$ cat src/rtl/rssu_pkg.sv
// Shared types and constants for the resonant state-space update block.
`default_nettype none

package rssu_pkg;

  localparam int NUM_STATES    = 8;
  localparam int NUM_INPUTS    = 2;
  localparam int TABLE_DEPTH   = NUM_STATES * NUM_STATES + NUM_STATES * NUM_INPUTS;
  localparam int B_BASE        = NUM_STATES * NUM_STATES;
  localparam int STATE_W       = 32;
  localparam int COEF_IN_W     = 24;
  localparam int COEF_WIDTH    = 24;
  localparam int ADDR_W        = $clog2(TABLE_DEPTH);
  localparam int IDX_W         = $clog2(NUM_STATES);
  localparam int TERMS_PER_ROW = NUM_STATES + NUM_INPUTS;
  localparam int TERM_W        = $clog2(TERMS_PER_ROW);

  typedef enum logic [1:0] {
    ST_IDLE,
    ST_RUN,
    ST_DRAIN,
    ST_OUT
  } fsm_t;

  typedef enum logic [1:0] {
    SRC_STATE,
    SRC_ALPHA,
    SRC_BETA
  } src_t;

  typedef struct packed {
    logic valid;
    logic first;
    logic last;
  } term_tag_t;

endpackage

`default_nettype wire

$ cat src/rtl/resonant_state_space_update.sv
// Top level: sequencer, coefficient and state memories, shared MAC, output register.
//
//   channel | direction | beat
//   in_     | input     | func, coef_index, coef_value, err_alpha, err_beta
//   out_    | output    | new_state_0 .. new_state_7
//
// A coefficient load gives no beat.
// A sample step issues 80 products through one shared multiply-accumulate, one per cycle;
// out_valid rises when the output register loads; the next beat is taken in idle.
// in_stall is high while a step is in flight or its beat waits for the output register.
// Synchronous active-low reset clears the state vector (via valid bits) and all control.
// out_stall holds the output register; a later step waits before overwriting it.
`default_nettype none

module resonant_state_space_update #(
  parameter int CoefWidth = rssu_pkg::COEF_WIDTH
) (
  input  wire logic                               clk,
  input  wire logic                               rst_n,
  input  wire logic                               in_valid,
  output logic                                    in_stall,
  input  wire logic                               in_func,
  input  wire logic       [6:0]                   in_coef_index,
  input  wire logic signed [rssu_pkg::COEF_IN_W-1:0] in_coef_value,
  input  wire logic signed [31:0]                 in_err_alpha,
  input  wire logic signed [31:0]                 in_err_beta,
  output logic                                    out_valid,
  input  wire logic                               out_stall,
  output logic signed [31:0]                      out_new_state_0,
  output logic signed [31:0]                      out_new_state_1,
  output logic signed [31:0]                      out_new_state_2,
  output logic signed [31:0]                      out_new_state_3,
  output logic signed [31:0]                      out_new_state_4,
  output logic signed [31:0]                      out_new_state_5,
  output logic signed [31:0]                      out_new_state_6,
  output logic signed [31:0]                      out_new_state_7
);
  import rssu_pkg::*;

  localparam logic [IDX_W-1:0]  LastRow  = IDX_W'(NUM_STATES - 1);
  localparam logic [TERM_W-1:0] LastTerm = TERM_W'(TERMS_PER_ROW - 1);
  localparam logic [TERM_W-1:0] AlphaTerm = TERM_W'(NUM_STATES);

  fsm_t                 fsm_r, fsm_nxt;
  logic                 in_acc;
  logic                 step_acc;
  logic                 load_en;
  logic                 issue;
  logic                 done;
  logic                 out_load;
  logic                 bank_r;
  logic [IDX_W-1:0]     row_r;
  logic [TERM_W-1:0]    term_r;
  logic [IDX_W-1:0]     wr_row_r;
  logic [STATE_W-1:0]   err_alpha_r;
  logic [STATE_W-1:0]   err_beta_r;
  term_tag_t            iss_tag;
  term_tag_t            rd_tag_r;
  src_t                 iss_src;
  src_t                 rd_src_r;
  logic [ADDR_W-1:0]    coef_rd_addr;
  logic [CoefWidth-1:0] coef_wr_data;
  logic [CoefWidth-1:0] coef_rd_data;
  logic [STATE_W-1:0]   state_rd_data;
  logic [STATE_W-1:0]   mac_value;
  logic                 res_valid;
  logic [STATE_W-1:0]   res;
  logic [STATE_W-1:0]   next_vec_r [NUM_STATES];
  logic [STATE_W-1:0]   out_state_r [NUM_STATES];
  logic                 out_valid_r;

  assign in_acc   = in_valid && !in_stall;
  assign step_acc = in_acc && in_func;
  assign load_en  = in_acc && !in_func && (in_coef_index < ADDR_W'(TABLE_DEPTH));
  assign done     = res_valid && (wr_row_r == LastRow);

  if (CoefWidth <= COEF_IN_W) begin : g_coef_narrow
    assign coef_wr_data = in_coef_value[CoefWidth-1:0];
  end else begin : g_coef_wide
    assign coef_wr_data = {{(CoefWidth - COEF_IN_W){1'b0}}, in_coef_value};
  end

  always_ff @(posedge clk) begin
    if (!rst_n) begin
      fsm_r <= ST_IDLE;
    end else begin
      fsm_r <= fsm_nxt;
    end
  end

  always_comb begin
    fsm_nxt  = fsm_r;
    in_stall = 1'b1;
    issue    = 1'b0;
    out_load = 1'b0;
    unique case (fsm_r)
      ST_IDLE: begin
        in_stall = 1'b0;
        if (in_valid && in_func) begin
          fsm_nxt = ST_RUN;
        end
      end
      ST_RUN: begin
        issue = 1'b1;
        if (row_r == LastRow && term_r == LastTerm) begin
          fsm_nxt = ST_DRAIN;
        end
      end
      ST_DRAIN: begin
        if (done) begin
          fsm_nxt = ST_OUT;
        end
      end
      ST_OUT: begin
        if (!out_valid_r || !out_stall) begin
          out_load = 1'b1;
          fsm_nxt  = ST_IDLE;
        end
      end
      default: fsm_nxt = ST_IDLE;
    endcase
  end

  always_comb begin
    iss_tag.valid = issue;
    iss_tag.first = (term_r == '0);
    iss_tag.last  = (term_r == LastTerm);
    if (term_r < AlphaTerm) begin
      iss_src = SRC_STATE;
    end else if (term_r == AlphaTerm) begin
      iss_src = SRC_ALPHA;
    end else begin
      iss_src = SRC_BETA;
    end
    if (term_r < AlphaTerm) begin
      coef_rd_addr = ADDR_W'({row_r, term_r[IDX_W-1:0]});
    end else begin
      coef_rd_addr = ADDR_W'(B_BASE) + ADDR_W'({row_r, term_r[0]});
    end
  end

  always_ff @(posedge clk) begin
    if (!rst_n) begin
      row_r    <= '0;
      term_r   <= '0;
      wr_row_r <= '0;
      bank_r   <= 1'b0;
      rd_tag_r <= '0;
    end else begin
      rd_tag_r <= iss_tag;
      if (step_acc) begin
        row_r    <= '0;
        term_r   <= '0;
        wr_row_r <= '0;
      end else if (issue) begin
        if (term_r == LastTerm) begin
          term_r <= '0;
          row_r  <= row_r + 1'b1;
        end else begin
          term_r <= term_r + 1'b1;
        end
      end
      if (res_valid) begin
        wr_row_r <= wr_row_r + 1'b1;
      end
      if (done) begin
        bank_r <= ~bank_r;
      end
    end
  end

  always_ff @(posedge clk) begin
    if (step_acc) begin
      err_alpha_r <= in_err_alpha;
      err_beta_r  <= in_err_beta;
    end
    rd_src_r <= iss_src;
    if (res_valid) begin
      next_vec_r[wr_row_r] <= res;
    end
    if (out_load) begin
      out_state_r <= next_vec_r;
    end
  end

  always_ff @(posedge clk) begin
    if (!rst_n) begin
      out_valid_r <= 1'b0;
    end else if (out_load) begin
      out_valid_r <= 1'b1;
    end else if (!out_stall) begin
      out_valid_r <= 1'b0;
    end
  end

  always_comb begin
    case (rd_src_r)
      SRC_ALPHA: mac_value = err_alpha_r;
      SRC_BETA:  mac_value = err_beta_r;
      default:   mac_value = state_rd_data;
    endcase
  end

  rssu_coef_mem #(
    .CoefWidth(CoefWidth)
  ) u_coef_mem (
    .clk    (clk),
    .wr_en  (load_en),
    .wr_addr(in_coef_index[ADDR_W-1:0]),
    .wr_data(coef_wr_data),
    .rd_en  (issue),
    .rd_addr(coef_rd_addr),
    .rd_data(coef_rd_data)
  );

  rssu_state_mem u_state_mem (
    .clk    (clk),
    .rst_n  (rst_n),
    .rd_en  (issue),
    .rd_bank(bank_r),
    .rd_idx (term_r[IDX_W-1:0]),
    .rd_data(state_rd_data),
    .wr_en  (res_valid),
    .wr_bank(~bank_r),
    .wr_idx (wr_row_r),
    .wr_data(res)
  );

  rssu_mac #(
    .CoefWidth(CoefWidth)
  ) u_mac (
    .clk        (clk),
    .rst_n      (rst_n),
    .term_i     (rd_tag_r),
    .coef_i     (coef_rd_data),
    .value_i    (mac_value),
    .res_valid_o(res_valid),
    .res_o      (res)
  );

  assign out_valid       = out_valid_r;
  assign out_new_state_0 = out_state_r[0];
  assign out_new_state_1 = out_state_r[1];
  assign out_new_state_2 = out_state_r[2];
  assign out_new_state_3 = out_state_r[3];
  assign out_new_state_4 = out_state_r[4];
  assign out_new_state_5 = out_state_r[5];
  assign out_new_state_6 = out_state_r[6];
  assign out_new_state_7 = out_state_r[7];

endmodule

`default_nettype wire

$ cat src/rtl/rssu_coef_mem.sv
// Coefficient table: one write port, one registered read port.
`default_nettype none

module rssu_coef_mem #(
  parameter int CoefWidth = rssu_pkg::COEF_WIDTH
) (
  input  wire logic                        clk,
  input  wire logic                        wr_en,
  input  wire logic [rssu_pkg::ADDR_W-1:0] wr_addr,
  input  wire logic [CoefWidth-1:0]        wr_data,
  input  wire logic                        rd_en,
  input  wire logic [rssu_pkg::ADDR_W-1:0] rd_addr,
  output logic      [CoefWidth-1:0]        rd_data
);
  import rssu_pkg::*;

  logic [CoefWidth-1:0] mem [TABLE_DEPTH];
  logic [CoefWidth-1:0] rd_data_r;

  always_ff @(posedge clk) begin
    if (wr_en) begin
      mem[wr_addr] <= wr_data;
    end
  end

  always_ff @(posedge clk) begin
    if (rd_en) begin
      rd_data_r <= mem[rd_addr];
    end
  end

  assign rd_data = rd_data_r;

endmodule

`default_nettype wire

$ cat src/rtl/rssu_state_mem.sv
// Ping-pong state memory with per-entry valid bits; unwritten entries read as zero.
`default_nettype none

module rssu_state_mem (
  input  wire logic                          clk,
  input  wire logic                          rst_n,
  input  wire logic                          rd_en,
  input  wire logic                          rd_bank,
  input  wire logic [rssu_pkg::IDX_W-1:0]    rd_idx,
  output logic      [rssu_pkg::STATE_W-1:0]  rd_data,
  input  wire logic                          wr_en,
  input  wire logic                          wr_bank,
  input  wire logic [rssu_pkg::IDX_W-1:0]    wr_idx,
  input  wire logic [rssu_pkg::STATE_W-1:0]  wr_data
);
  import rssu_pkg::*;

  localparam int Depth = 2 * NUM_STATES;
  localparam int AW    = IDX_W + 1;

  logic [STATE_W-1:0] mem [Depth];
  logic [Depth-1:0]   valid_r;
  logic [STATE_W-1:0] rd_data_r;
  logic               rd_ok_r;
  logic [AW-1:0]      rd_addr;
  logic [AW-1:0]      wr_addr;

  assign rd_addr = {rd_bank, rd_idx};
  assign wr_addr = {wr_bank, wr_idx};

  always_ff @(posedge clk) begin
    if (wr_en) begin
      mem[wr_addr] <= wr_data;
    end
    if (rd_en) begin
      rd_data_r <= mem[rd_addr];
    end
  end

  always_ff @(posedge clk) begin
    if (!rst_n) begin
      valid_r <= '0;
      rd_ok_r <= 1'b0;
    end else begin
      if (wr_en) begin
        valid_r[wr_addr] <= 1'b1;
      end
      if (rd_en) begin
        rd_ok_r <= valid_r[rd_addr];
      end
    end
  end

  assign rd_data = rd_ok_r ? rd_data_r : '0;

endmodule

`default_nettype wire

$ cat src/rtl/rssu_mac.sv
// Pipelined multiply, round and saturating row accumulate.
`default_nettype none

module rssu_mac #(
  parameter int CoefWidth = rssu_pkg::COEF_WIDTH
) (
  input  wire logic                                clk,
  input  wire logic                                rst_n,
  input  wire rssu_pkg::term_tag_t                 term_i,
  input  wire logic signed [CoefWidth-1:0]         coef_i,
  input  wire logic signed [rssu_pkg::STATE_W-1:0] value_i,
  output logic                                     res_valid_o,
  output logic             [rssu_pkg::STATE_W-1:0] res_o
);
  import rssu_pkg::*;

  localparam int Frac   = CoefWidth - 2;
  localparam int ProdW  = CoefWidth + STATE_W;
  localparam int RndW   = ProdW - Frac;
  localparam int AccW   = RndW + 4;
  localparam logic [ProdW-1:0] RoundK = ProdW'(1) << (Frac - 1);

  logic signed [ProdW-1:0] prod_r;
  term_tag_t               tag1_r;
  logic signed [RndW-1:0]  rnd_r;
  term_tag_t               tag2_r;
  logic signed [AccW-1:0]  acc_r;
  logic signed [AccW-1:0]  acc_nxt;
  logic signed [ProdW-1:0] rsum;
  logic                    ovf;
  logic [STATE_W-1:0]      sat;
  logic                    res_valid_r;
  logic [STATE_W-1:0]      res_r;

  assign rsum    = prod_r + $signed(RoundK);
  assign acc_nxt = tag2_r.first ? AccW'(rnd_r) : acc_r + AccW'(rnd_r);
  assign ovf     = (acc_nxt[AccW-1:STATE_W-1] != '0) && (acc_nxt[AccW-1:STATE_W-1] != '1);
  assign sat     = ovf ? (acc_nxt[AccW-1] ? {1'b1, {(STATE_W-1){1'b0}}}
                                          : {1'b0, {(STATE_W-1){1'b1}}})
                       : acc_nxt[STATE_W-1:0];

  always_ff @(posedge clk) begin
    prod_r <= ProdW'(coef_i) * ProdW'(value_i);
    rnd_r  <= rsum[ProdW-1:Frac];
    if (tag2_r.valid) begin
      acc_r <= acc_nxt;
    end
    if (tag2_r.valid && tag2_r.last) begin
      res_r <= sat;
    end
  end

  always_ff @(posedge clk) begin
    if (!rst_n) begin
      tag1_r      <= '0;
      tag2_r      <= '0;
      res_valid_r <= 1'b0;
    end else begin
      tag1_r      <= term_i;
      tag2_r      <= tag1_r;
      res_valid_r <= tag2_r.valid && tag2_r.last;
    end
  end

  assign res_valid_o = res_valid_r;
  assign res_o       = res_r;

endmodule

`default_nettype wire

$ cat config.mk
export PLATFORM = sky130hd
export DESIGN_NAME = resonant_state_space_update
export DESIGN_NICKNAME = d
export VERILOG_FILES = /design/src/rtl/rssu_pkg.sv /design/src/rtl/resonant_state_space_update.sv /design/src/rtl/rssu_coef_mem.sv /design/src/rtl/rssu_state_mem.sv /design/src/rtl/rssu_mac.sv
export SDC_FILE = /design/constraint.sdc
export NUM_CORES = 2
export LEC_CHECK = 0
export ABC_AREA = 1
export CAP_MARGIN = 20
export CORE_MARGIN = 2
export CORE_UTILIZATION = 45
export DETAILED_ROUTE_END_ITERATION = 8
export DONT_BUFFER_PORTS = 1
export HOLD_SLACK_MARGIN = 0.15
export PLACE_DENSITY_LB_ADDON = 0.25
export SYNTH_ARGS = -nofsm -noshare
export SYNTH_HDL_FRONTEND = slang
export SYNTH_SLANG_ARGS = --single-unit
$ cat constraint.sdc
create_clock -name clk -period 21 [get_ports clk]
set_clock_uncertainty 0.15 [all_clocks]
set_input_delay 2.1 -clock clk [delete_from_list [all_inputs] [get_ports clk]]
set_output_delay 2.1 -clock clk [all_outputs]
set_load 0.02 [all_outputs]
Yosys cells after proc, flatten, opt, wreduce, memory -nomap -nowiden
Memories as Yosys holds them, arrays and structs flattened. A register that Yosys moved wholly into a read port is not among the register bits.
Cells that the tools add are included.
{ "word_totals": {"regBits": 779, "mem_bits_rw": 2432, "in_bits": 100, "output_inout_bits": 258, "elab_cells": 130, "n_memories": 2} }
{ "memory_table": {"columns": ["memory", "depth", "word_bits", "read_ports", "rd_ports_with_merged_regs", "write_ports", "line_no", "text"], "rows": [
  ["u_coef_mem.mem", 80, 24, 1, 1, 1, "rssu_coef_mem.sv:17", "logic [CoefWidth-1:0] mem [TABLE_DEPTH];"],
  ["u_state_mem.mem", 16, 32, 1, 1, 1, "rssu_state_mem.sv:21", "logic [STATE_W-1:0] mem [Depth];"]
]} }
{ "op_classes": {"addsub": 6, "mul": 1, "n_lt_le_gt_ge": 7, "n_eq_ne": 15, "muxes": 32, "bitwise": 4, "reduce_logical": 22} }
{ "ops": {"columns": ["op", "count"], "rows": [
  ["256-bit bitwise mux", 1],
  ["32-bit two-way mux", 4],
  ["32-bit demux with 3-bit select", 1],
  ["32-bit one-hot mux with 2 select lines", 1],
  ["56-bit by 23-bit adder with 56-bit output, second input constant", 1],
  ["24-bit by 32-bit multiplier with 56-bit output", 1],
  ["38-bit by 34-bit adder with 38-bit output", 1],
  ["38-bit two-way mux", 1],
  ["16-bit OR", 1],
  ["1-bit two-way mux", 12],
  ["1-bit logical AND", 11],
  ["4-bit by 5-bit less-than comparator with 1-bit output, second input constant", 2],
  ["2-bit two-way mux", 5],
  ["4-bit equality test, second input constant", 2],
  ["2-bit one-hot mux with 4 select lines", 1],
  ["7-bit by 4-bit adder with 7-bit output, first input constant", 1],
  ["7-bit less-than comparator, second input constant", 1],
  ["7-bit two-way mux", 1],
  ["7-bit inequality test, second input constant", 1],
  ["7-bit nonzero test", 1],
  ["3-bit by 1-bit adder with 3-bit output, second input constant", 2],
  ["2-bit equality test, second input constant", 3],
  ["3-bit equality test, second input constant", 2],
  ["3-bit two-way mux", 2],
  ["other kinds (21)", 28]
]} }

Logic depth before layout (Yosys ltp)
{ "depth": {"depth_word": 6, "depth_mapped": 35} }

Modules after synthesis
A second synthesis with hierarchy kept.
{ "hier_totals": {"cells_unflattened": 13444, "hier_area_um2": 154520.7} }
{ "modules_own_cells": {"columns": ["module", "instances", "cells_each", "area_per_inst_um2"], "rows": [
  ["rssu_coef_mem", 1, 6297, 77548.1],
  ["rssu_mac", 1, 4604, 36038.3],
  ["rssu_state_mem", 1, 1682, 21967.3],
  ["resonant_state_space_update", 1, 861, 18966.9]
]} }

Least setup slack after synthesis
OpenSTA, ideal clock, no wires.
{ "synth_path": {"kind": "input to register", "from": "input port out_stall", "to": "register out_state_r, in the netlist out_new_state_0[0] (enable)", "t_arrival_ns": 14.386, "path_slack_ns": 5.507, "cell_stages": 1, "cell_sequence": "a21oi_1"} }
{ "synth_via": {"elab_chain_cells": 4} }
{ "synth_lines": {"columns": ["element", "line_no", "text"], "rows": [
  ["start: declaration", "resonant_state_space_update.sv:28", "input wire logic out_stall,"],
  ["1-bit logical NOT", null, null],
  ["1-bit logical OR", "resonant_state_space_update.sv:115", "if (!out_valid_r || !out_stall) begin"],
  ["1-bit two-way mux", "resonant_state_space_update.sv:115", null],
  ["1-bit two-way mux", "resonant_state_space_update.sv:96", "unique case (fsm_r)"],
  ["end signal: assignment", "resonant_state_space_update.sv:182", "out_state_r <= next_vec_r;"],
  ["end: declaration", "resonant_state_space_update.sv:69", "logic [STATE_W-1:0] out_state_r [NUM_STATES];"]
]} }
No other way between the ends.
A chain may end at the register's enable or synchronous reset.

Final worst setup path
{ "layout_path": {"from": "register rd_src_r[0]", "to": "register u_mac.prod_r[53]"} }
{ "layout_via": {"elab_chain_cells": 3, "word_cells_on_any_way": 4, "classes_between": "mul (1); eq/ne (2); mux (1)"} }
{ "layout_lines": {"columns": ["element", "line_no", "text"], "rows": [
  ["start: declaration", "resonant_state_space_update.sv:60", "src_t rd_src_r;"],
  ["start signal: assignment", "resonant_state_space_update.sv:177", "rd_src_r <= iss_src;"],
  ["2-bit equality test or 2-bit by 1-bit equality test with 1-bit output (tied branches)", "resonant_state_space_update.sv:197", "case (rd_src_r)"],
  ["32-bit one-hot mux with 2 select lines (*)", "resonant_state_space_update.sv:197", null],
  ["24-bit by 32-bit multiplier with 56-bit output (*)", "rssu_mac.sv:43", "prod_r <= ProdW'(coef_i) * ProdW'(value_i);"],
  ["end signal: assignment", "rssu_mac.sv:43", null],
  ["end: declaration", "rssu_mac.sv:23", "logic signed [ProdW-1:0] prod_r;"]
]} }
Every way passes the cells marked *; elsewhere a longest branch is shown, timed or not.

==> results.cfg <==
[outcome]
outcome = finished clean

[worst_setup_path]
arrival_ps = 9900
worst_path_dominant_cell_family = adder cells
cp_slowest_stage_delay_ps = 720
critPathRequiredTime_ps = 21670
slowest_stage = fa_1
crit_top_cell = fa_1
start_kind = flop
crit_buf_inv = 8
worstSetupPathType = reg -> reg
crit_path_end_kind = flop
crit_path_max_fanout = 53

[cts]
cts_buffers = 326
root_buffer = clkbuf_16
hold_buffers = 0
cts.reportedPaths.clkPinSlew_ps = 60
cts.sinks = 3246
post_cts_buffers = 0
cts_buffer_depth = 4
htreeDepth = 5
clock_latency_ps = 930
cts_resized = 0
cts_tree = done

[power]
clockPowerShare_pct = 24.4
switching_power_mw = 9.41
pwr-share-comb_pct = 43.1
pwr-share-seq_pct = 32.5
p_leak_nw = 62.1
ir_drop_mv = 0.273
switching_share_pct = 40.3
internal_power_mw = 14.0
cellPowerDensity_mw_per_mm2 = 140

[global_routing]
grt_usage_pct = 25.8
grt_pass1_wl_um = 647000
antenna_found_initial = 21
grt_max_degree = 190
overflow = 0
first_global_vias = 95528

[route]
drt_iter0_drc = 10647
vias_per_cell = 5.70
wl_um = 445000
via_count = 97045
antenna_left = 0
drc_errors = 0
routedWlPerCell_um = 26.2
firstDrtPassIters = 8

[finish]
drive_gt1_share_pct = 6.95
ff_latch_area_mm2 = 0.0964
fillers = 28708
nets = 13450
stdcell_count = 17017
design_area_mm2 = 0.167
area_growth_syn_to_layout_pct = 10.4
multi_input_area_mm2 = 0.0484

[sta]
setup_ws_ps = 11770
setup_viol = 0
tightestPinTransition_ps = 1250
period_share_pct = 43.9
grt_setup_unrepaired = false
layout_min_cycle_time_ps = 9230
relSlewSlack_pct = 16.7
tns_ps = 0
maxSlewViolCount = 0
fmax_mhz = 108
hold_viol = 0

[yosys]
ys_types = 57
ys_ff_latch = 3246
syn_nets = 13520
synthCells = 12440
synthArstFlopShare_pct = 0
avgSynthCellArea_um2 = 12.2
yosysWarnings = 0
synth-main-ff-cell = edfxtp_1
synth-edff-count = 3134
ys_seq_area_share_pct = 63.7
synth_area_mm2 = 0.151

[floorplanning]
die_area_mm2 = 0.341
die_h_um = 584
boundaryPins = 358
core_area_mm2 = 0.334
initial_core_util_pct = 45.3
row_count = 212
dieWidth_um = 584

[job]
cap_violations = 0

[place]
pre_cts_ws_ps = 11900
hpwlAfterDp_um = 273000
placedCellCount = 16427
globalplace.congestion = 0.943
placed_cell_area_mm2 = 0.157
port_buffers = 0

[worst_hold_path]
worstHoldPathType = reg -> reg
-- flip-flops by register name (all words and copies together) (netlist names), 34 cells and up --
| register | cells |
|---|---|
| u_mac.acc_r | 38 |
| u_state_mem.mem | 512 |
| next_vec_r | 256 |
| u_coef_mem.mem | 1920 |
| u_mac.prod_r | 35 |
| u_mac.rnd_r | 34 |
-- metrics by stage --
step / utilization (%) / power (mW) / hold WS (ps)
finish: 50.0 / 23.4 / 246
global route: 50.0 / 24.8 / 254
global placement: 46.9 / 17.8 / 244
detailed placement: 46.9 / 17.8 / 250
CTS: 50.0 / 23.5 / 248
floorplan: - / 14.4 / 240
-- layer usage --
layer	wire, um	global-route usage, %	vias up	part of all wire (%)
met3	35900	4.15	844	8.1
met1	174000	34.0	49045	39
met4	19700	10.4	6	4.4
li1	-	-	42581	-
met5	70	0	-	0.016
met2	215000	42.7	4569	48
-- power groups by stage --
stage,combinational [mW],sequential (mW),clock (mW)
2_1_floorplan,6.74,7.68,0
3_3_place_gp,10.0,7.74,0
3_5_place_dp,10.1,7.74,0
4_1_cts,10.1,7.61,5.77
5_1_grt,11.2,7.61,6.03
6_report,10.1,7.60,5.70
-- final timing paths --
| kind | start | cells after the start | end | slack (ps) |
|---|---|---|---|---|
| worst max register to register | rd_src_r[0] | 27 | u_mac.prod_r[53] | 11770 |
| worst min-delay path | next_vec_r[175] | 0 | out_new_state_2[15] | 250 |
| worst min register to register | next_vec_r[175] | 0 | out_new_state_2[15] | 250 |
| worst max-delay path | rd_src_r[0] | 27 | u_mac.prod_r[53] | 11770 |
-- layout make-up --
class	count	area share (%)
Sequential cell	3246	57.7
Multi-Input combinational cell	7387	29.0
Clock buffer	412	5.16
Tap cell	4387	3.29
Inverter	1152	2.61
Timing Repair Buffer	257	1.22
Clock inverter	165	1.04
Antenna cell	11	0.0165
-- cell usage after synthesis, drive strengths merged (13+ instances only) --
library cell     n  area [um2]
nand2         3217       12100
edfxtp        3134       94100
nand3         1209        6070
inv           1141        4280
fa             783       15700
nor2           735        2790
clkbuf         442        1660
a31oi          348        2180
buf            213        1030
a22oi          207        1550
ha             197        2460
dfxtp          112        2240
a221o          100        1000
a21oi           99         507
o21ai           88         444
a221oi          68         596
nand4           65         413
xor2            52         455
xnor2           32         280
o22ai           27         169
a21o            20         150
nor3            20         121
or2             19         119
a211o           14         123
o211ai          13        97.6
-- cell usage in the layout, fill, tap and decap left out, drive strengths merged, types with 3 or more instances in the layout --
cell         n
a32o         4
nand3     1209
a21oi       99
nor4         8
o22ai       27
o211ai      13
or2         19
a221oi      68
bufinv      27
nand3b       6
nor3        20
a21boi       3
clkinvlp     6
o2111ai      3
diode       11
fa         783
nand4       65
buf        257
a211o       14
clkbuf     412
o21a        11
dfxtp      112
xor2        52
o21ai       88
a22o        11
nand2     3217
or3         10
o221ai       3
o21bai       6
a22oi      207
edfxtp    3134
nor2       735
clkinv     129
a221o      100
ha         197
a21o        20
xnor2       32
a31oi      348
inv       1155
-- kinds of logic (layout without fill, tap and decap cells) --
logic type,Yosys count,after routing,synth area share [%]
buffers and inverters,1807,1986,4.64
AND/OR/NAND/NOR,5291,5291,14.4
adder cells (fa/ha/maj),980,980,12.0
other,0,11,0
AO/OA/AOI/OAI,1032,1032,4.77
flip-flops,3246,3246,63.7
XOR/XNOR,84,84,0.486
(Power assumes the default switching activity.)
